File: src/design/pgs_pkg.sv
// ----------------------------------------------------------------------------
// pgs_pkg
// Shared types and constants of the Gauss-Seidel Poisson solver core.
// ----------------------------------------------------------------------------
`default_nettype none

package pgs_pkg;

  // default geometry and fixed-point format
  localparam int DEF_MAX_ROWS  = 64;
  localparam int DEF_MAX_COLS  = 64;
  localparam int DEF_FRAC_BITS = 32;

  // value and operand widths
  localparam int VAL_W  = 48;   // Q15.32 signed cell value
  localparam int WGT_W  = 33;   // unsigned Q1.32 weight / squared size
  localparam int TOL_W  = 47;
  localparam int CNT_W  = 16;
  localparam int POS_W  = 7;
  localparam int OPA_W  = 51;   // multiplier magnitude operand
  localparam int MAG_W  = 62;   // scaled term magnitude
  localparam int ACC_W  = 64;   // full-width accumulator

  // input item kinds
  localparam logic [1:0] MODE_WRITE = 2'd0;
  localparam logic [1:0] MODE_SOLVE = 2'd1;
  localparam logic [1:0] MODE_READ  = 2'd2;

  // result status codes
  localparam logic [1:0] ST_WRITTEN = 2'd0;
  localparam logic [1:0] ST_READ    = 2'd1;
  localparam logic [1:0] ST_CONV    = 2'd2;
  localparam logic [1:0] ST_LIMIT   = 2'd3;

  // configuration register indexes
  localparam logic [2:0] CFG_ROWS  = 3'd0;
  localparam logic [2:0] CFG_COLS  = 3'd1;
  localparam logic [2:0] CFG_TOL   = 3'd2;
  localparam logic [2:0] CFG_WX    = 3'd3;
  localparam logic [2:0] CFG_WY    = 3'd4;
  localparam logic [2:0] CFG_WRHS  = 3'd5;
  localparam logic [2:0] CFG_MAXCK = 3'd6;

  // cap of one scaled second difference
  localparam logic [MAG_W-1:0] TERM_CAP = MAG_W'(1) << 61;

  // grid write enables
  typedef struct packed {
    logic p_we;
    logic r_we;
  } grid_we_t;

  // multiplier status
  typedef struct packed {
    logic busy;
    logic done;
  } mul_stat_t;

endpackage

`default_nettype wire

File: src/design/pgs_mul.sv
// ----------------------------------------------------------------------------
// pgs_mul
// Shift-add multiplier, one multiplier bit per cycle, stops when the
// remaining multiplier bits are zero.
// ----------------------------------------------------------------------------
`default_nettype none

module pgs_mul #(
  parameter int AW = 51,
  parameter int BW = 33
) (
  input  wire logic                 clk,
  input  wire logic                 rst,
  input  wire logic                 start,
  input  wire logic [AW-1:0]        a,
  input  wire logic [BW-1:0]        b,
  output pgs_pkg::mul_stat_t        stat,
  output logic      [AW+BW-1:0]     prod
);
  import pgs_pkg::*;

  localparam int PW = AW + BW;

  logic [PW-1:0] a_sh;
  logic [BW-1:0] b_sh;
  logic          busy;
  logic          done;

  // control
  always_ff @(posedge clk) begin
    if (rst) begin
      busy <= 1'b0;
      done <= 1'b0;
    end else begin
      done <= 1'b0;
      if (start) begin
        busy <= 1'b1;
      end else if (busy && b_sh == '0) begin
        busy <= 1'b0;
        done <= 1'b1;
      end
    end
  end

  // datapath: one conditional add per cycle
  always_ff @(posedge clk) begin
    if (start) begin
      a_sh <= PW'(a);
      b_sh <= b;
      prod <= '0;
    end else if (busy && b_sh != '0) begin
      if (b_sh[0]) begin
        prod <= prod + a_sh;
      end
      a_sh <= a_sh << 1;
      b_sh <= b_sh >> 1;
    end
  end

  assign stat.busy = busy;
  assign stat.done = done;

endmodule

`default_nettype wire

File: config.mk
export PLATFORM = sky130hd
export DESIGN_NAME = pgs_mul
export DESIGN_NICKNAME = d
export VERILOG_FILES = /design/src/design/pgs_pkg.sv /design/src/design/pgs_mul.sv
export SDC_FILE = /design/constraint.sdc
export NUM_CORES = 1
export LEC_CHECK = 0
export BUFFER_PORTS_ARGS = -buffer_cell sky130_fd_sc_hd__buf_4
export CAP_MARGIN = 20
export CORE_MARGIN = 3
export CORE_UTILIZATION = 44
export CTS_BUF_LIST = sky130_fd_sc_hd__clkbuf_8 sky130_fd_sc_hd__clkbuf_16
export DETAILED_ROUTE_END_ITERATION = 8
export PLACE_DENSITY_LB_ADDON = 0.15
export SLEW_MARGIN = 10
export SYNTH_ARGS = -nofsm -noshare
export SYNTH_HDL_FRONTEND = slang
export SYNTH_SLANG_ARGS = --single-unit
File: constraint.sdc
create_clock -name clk -period 4.5 [get_ports clk]
set_input_delay 0.675 -clock clk [delete_from_list [all_inputs] [get_ports clk]]
set_output_delay 0.675 -clock clk [all_outputs]
set_load 0.05 [all_outputs]
==> flow_summary_export.csv <==
group,metric,value,unit
cts,cts.sinks,203,
global_routing,antenna_found_initial,0,
sta,setup_viol,0,
logic_synthesis,avgSynthCellArea,9.10,sq um
route,vias_per_cell,5.65,
cells_and_area,drive_gt1_share,21.1,%
setup_path,crit_required,4930,ps
cts,cts.repair.resized,0,
cells_and_area,fin_cells,1979,
floorplanning,die-width,179,um
cells_and_area,n_fill_cell,2758,
cts,clk_pin_slew_worst_paths,70,ps
placed_design,dp_hpwl,26700,um
placed_design,io_buffers,172,
cts,h-tree-depth,1,
logic_synthesis,async_flop_share,0,%
cts,cts_tree,"built",
logic_synthesis,synth-simple-area-share,15.9,%
cts,postCtsHoldBufs,0,
global_routing,track_usage,22.1,%
floorplanning,die_area,32000,sq um
setup_path,worst_ep_arrival_time,4370,ps
route,post-route-drc-count,0,
sta,final.min_clock_period,3940,ps
cts,cts_buffers,25,
power,p_leak,6.51,nW
logic_synthesis,synth_area,13100,sq um
cells_and_area,fin_util,52.8,%
setup_path,crit_path_end_kind,"flip-flop",
route,finalWirelength,35700,um
sta,worstMarginPinSlew,1020,ps
placed_design,gp_congestion,0.962,
floorplanning,initial_utilization,45.2,%
route,antenna_left,0,
power,vdd_ir_drop_max,306,uV
floorplanning,io_pins,173,
outcome,status,"complete, no violations",
cts,clock-root-buffer,"clkbuf_16",
global_routing,grt_pass1_vias,11002,
cells_and_area,area_growth,16.8,%
sta,relSlewSlack,32.1,%
cells_and_area,finish.instance_area,15400,sq um
logic_synthesis,synth_compound_area_share,20.1,%
hold_path,hp-class,"in -> reg",
cells_and_area,num-nets-final,1747,
logic_synthesis,ys_ff_latch,203,
floorplanning,num_rows,62,
placed_design,pre_cts_slack,675,ps
sta,drv_slew,0,
global_routing,grt-ovfl-total,0,
logic_synthesis,ys.flop_type,"dfxtp_1",
sta,fmax,0.254,GHz
floorplanning,die_height,179,um
placed_design,placed_cell_area,14600,sq um
cts,postCtsSetupBuffers,0,
floorplanning,core_area,29100,sq um
logic_synthesis,yosys.area_share.xor_xnor,4.33,%
logic_synthesis,syn_nets,1615,
cells_and_area,antennaDiodeCount,0,
global_routing,grt_pass1_wl,57600,um
power,design_power_total,5.25,mW
sta,setup_ws,556,ps
power,cellPowerDensity,342,nW/um^2
setup_path,critPathKind,"reg -> reg",
route,first_pass_iters,5,
flow_run,drv_cap,0,
logic_synthesis,synth_top_family_by_area,"compound AO/OA/AOI/OAI gates",
logic_synthesis,synth_edf_count,84,
route,avgRoutedWirePerCell,18.0,um
sta,rsz0062_at_grt,"false",
logic_synthesis,synth_fa_ha_area_share,8.05,%
setup_path,path_max_fanout,7,
cts,clk_latency,530,ps
sta,clock_skew,13.3,ps
sta,hold_violations,0,
logic_synthesis,yosysWarnings,0,
setup_path,rrSetupSlack,560,ps
route,drt_iter0_drc,785,
logic_synthesis,ys_seq_area_share,37.3,%
placed_design,dp.cells,1933,
global_routing,grt_start_max_net_pins,75,
setup_path,worst_setup_path_start_kind,"flip-flop",
sta,fin_crit_sh,87.6,%
cts,clk_path_buf_depth,3,
logic_synthesis,muxShareOfSynthArea,9.70,%
logic_synthesis,ys_types,88,
sta,hold_slack,303,ps
route,via_count,11178,
sta,setup_tns,0,ps
logic_synthesis,synthCells,1444,
-- path summary, 6_finish.rpt --
| check | from | to | cells after the start |
|---|---|---|---|
| worst max register to register | a_sh[21]$_DFFE_PP_ | prod[64]$_SDFFE_PP0P_ | 11 |
| worst min-delay path | rst | busy$_SDFFE_PP0P_ | 2 |
| worst max-delay path | a_sh[21]$_DFFE_PP_ | prod[64]$_SDFFE_PP0P_ | 11 |
| worst min register to register | prod[24]$_SDFFE_PP0P_ | prod[24]$_SDFFE_PP0P_ | 2 |
-- state kept, by name, summed over array words and instances (netlist names) --
register,flops
done,1
prod,84
busy,1
a_sh,84
b_sh,33
-- per-layer routing --
layer  global-route usage [%]  part of all wire, %  vias up
li1                         -                    -     5579
met1                     30.0                   46     5249
met4                     5.10                  2.2        0
met2                     36.7                   46      300
met3                     3.66                  5.7       50
met5                        0                    0        -
-- cells in the mapped netlist, types with 6 or more instances --
master	count	area, sq um
inv_1	31	116
nor3_1	26	130
dfxtp_1	119	2380
nor4_1	12	75.1
buf_4	7	52.6
nand4_1	35	219
a21o_1	34	255
o21ai_1	9	45.0
nand2_1	198	743
mux2i_1	34	340
o21ai_0	53	265
clkbuf_1	46	173
nand3_1	35	175
edfxtp_1	84	2520
xnor2_1	42	368
ha_1	83	1040
mux2_2	82	923
o21bai_1	30	225
buf_1	9	33.8
a31oi_1	6	37.5
or3_1	6	37.5
a22o_1	9	78.8
o21a_1	12	90.1
nor2_1	108	405
a21oi_1	168	841
and3_1	9	56.3
a211oi_1	15	113
xor2_1	23	201
-- cell families after synthesis --
| logic type | count (synthesis) |
|---|---|
| AO/OA/AOI/OAI | 404 |
| XOR/XNOR | 65 |
| adder cells (fa/ha/maj) | 84 |
| buffers and inverters | 114 |
| flip-flops | 203 |
| multiplexers | 117 |
| AND/OR/NAND/NOR | 457 |
-- cell usage in the layout, fill, tap and decap left out, types with 6 or more instances in the layout --
cell / n
o21ai_0: 53
nand2_1: 197
nand3_1: 35
inv_1: 39
a31oi_1: 6
a21o_1: 34
o21ai_1: 9
xor2_1: 23
or3_1: 6
nor3_1: 26
nor2_1: 107
mux2i_1: 34
clkbuf_16: 25
nor4_1: 12
nand4_1: 35
a21oi_1: 168
dfxtp_1: 119
a211oi_1: 15
edfxtp_1: 84
xnor2_1: 42
a22o_1: 9
o21bai_1: 30
mux2_2: 82
buf_4: 186
o21a_1: 12
ha_1: 83
and3_1: 9
-- power by group --
part	switching, mW	internal [mW]
combinational	0.729	0.448
sequential	0.0861	2.06
clock	0.800	1.12
-- worst max-delay path: stages, from the launching register on --
cell       delay, ps
edfxtp_1         400
ha_1             420
a21oi_1          100
o21ai_0          400
o21ai_1          220
a2111oi_1        560
a21oi_1          170
o41ai_2          560
a31oi_1          250
o21ai_1          220
mux2_1           330
a31o_2           210
-- layout make-up --
cell class,count,area (sq um),area share [%]
Sequential cell,203,4900,31.9
Clock inverter,21,156,1.02
Tap cell,384,480,3.13
Timing Repair Buffer,188,1430,9.30
Clock buffer,25,626,4.07
Multi-Input combinational cell,1127,7640,49.8
Inverter,31,116,0.758
Power figures use the tool's default switching activity.
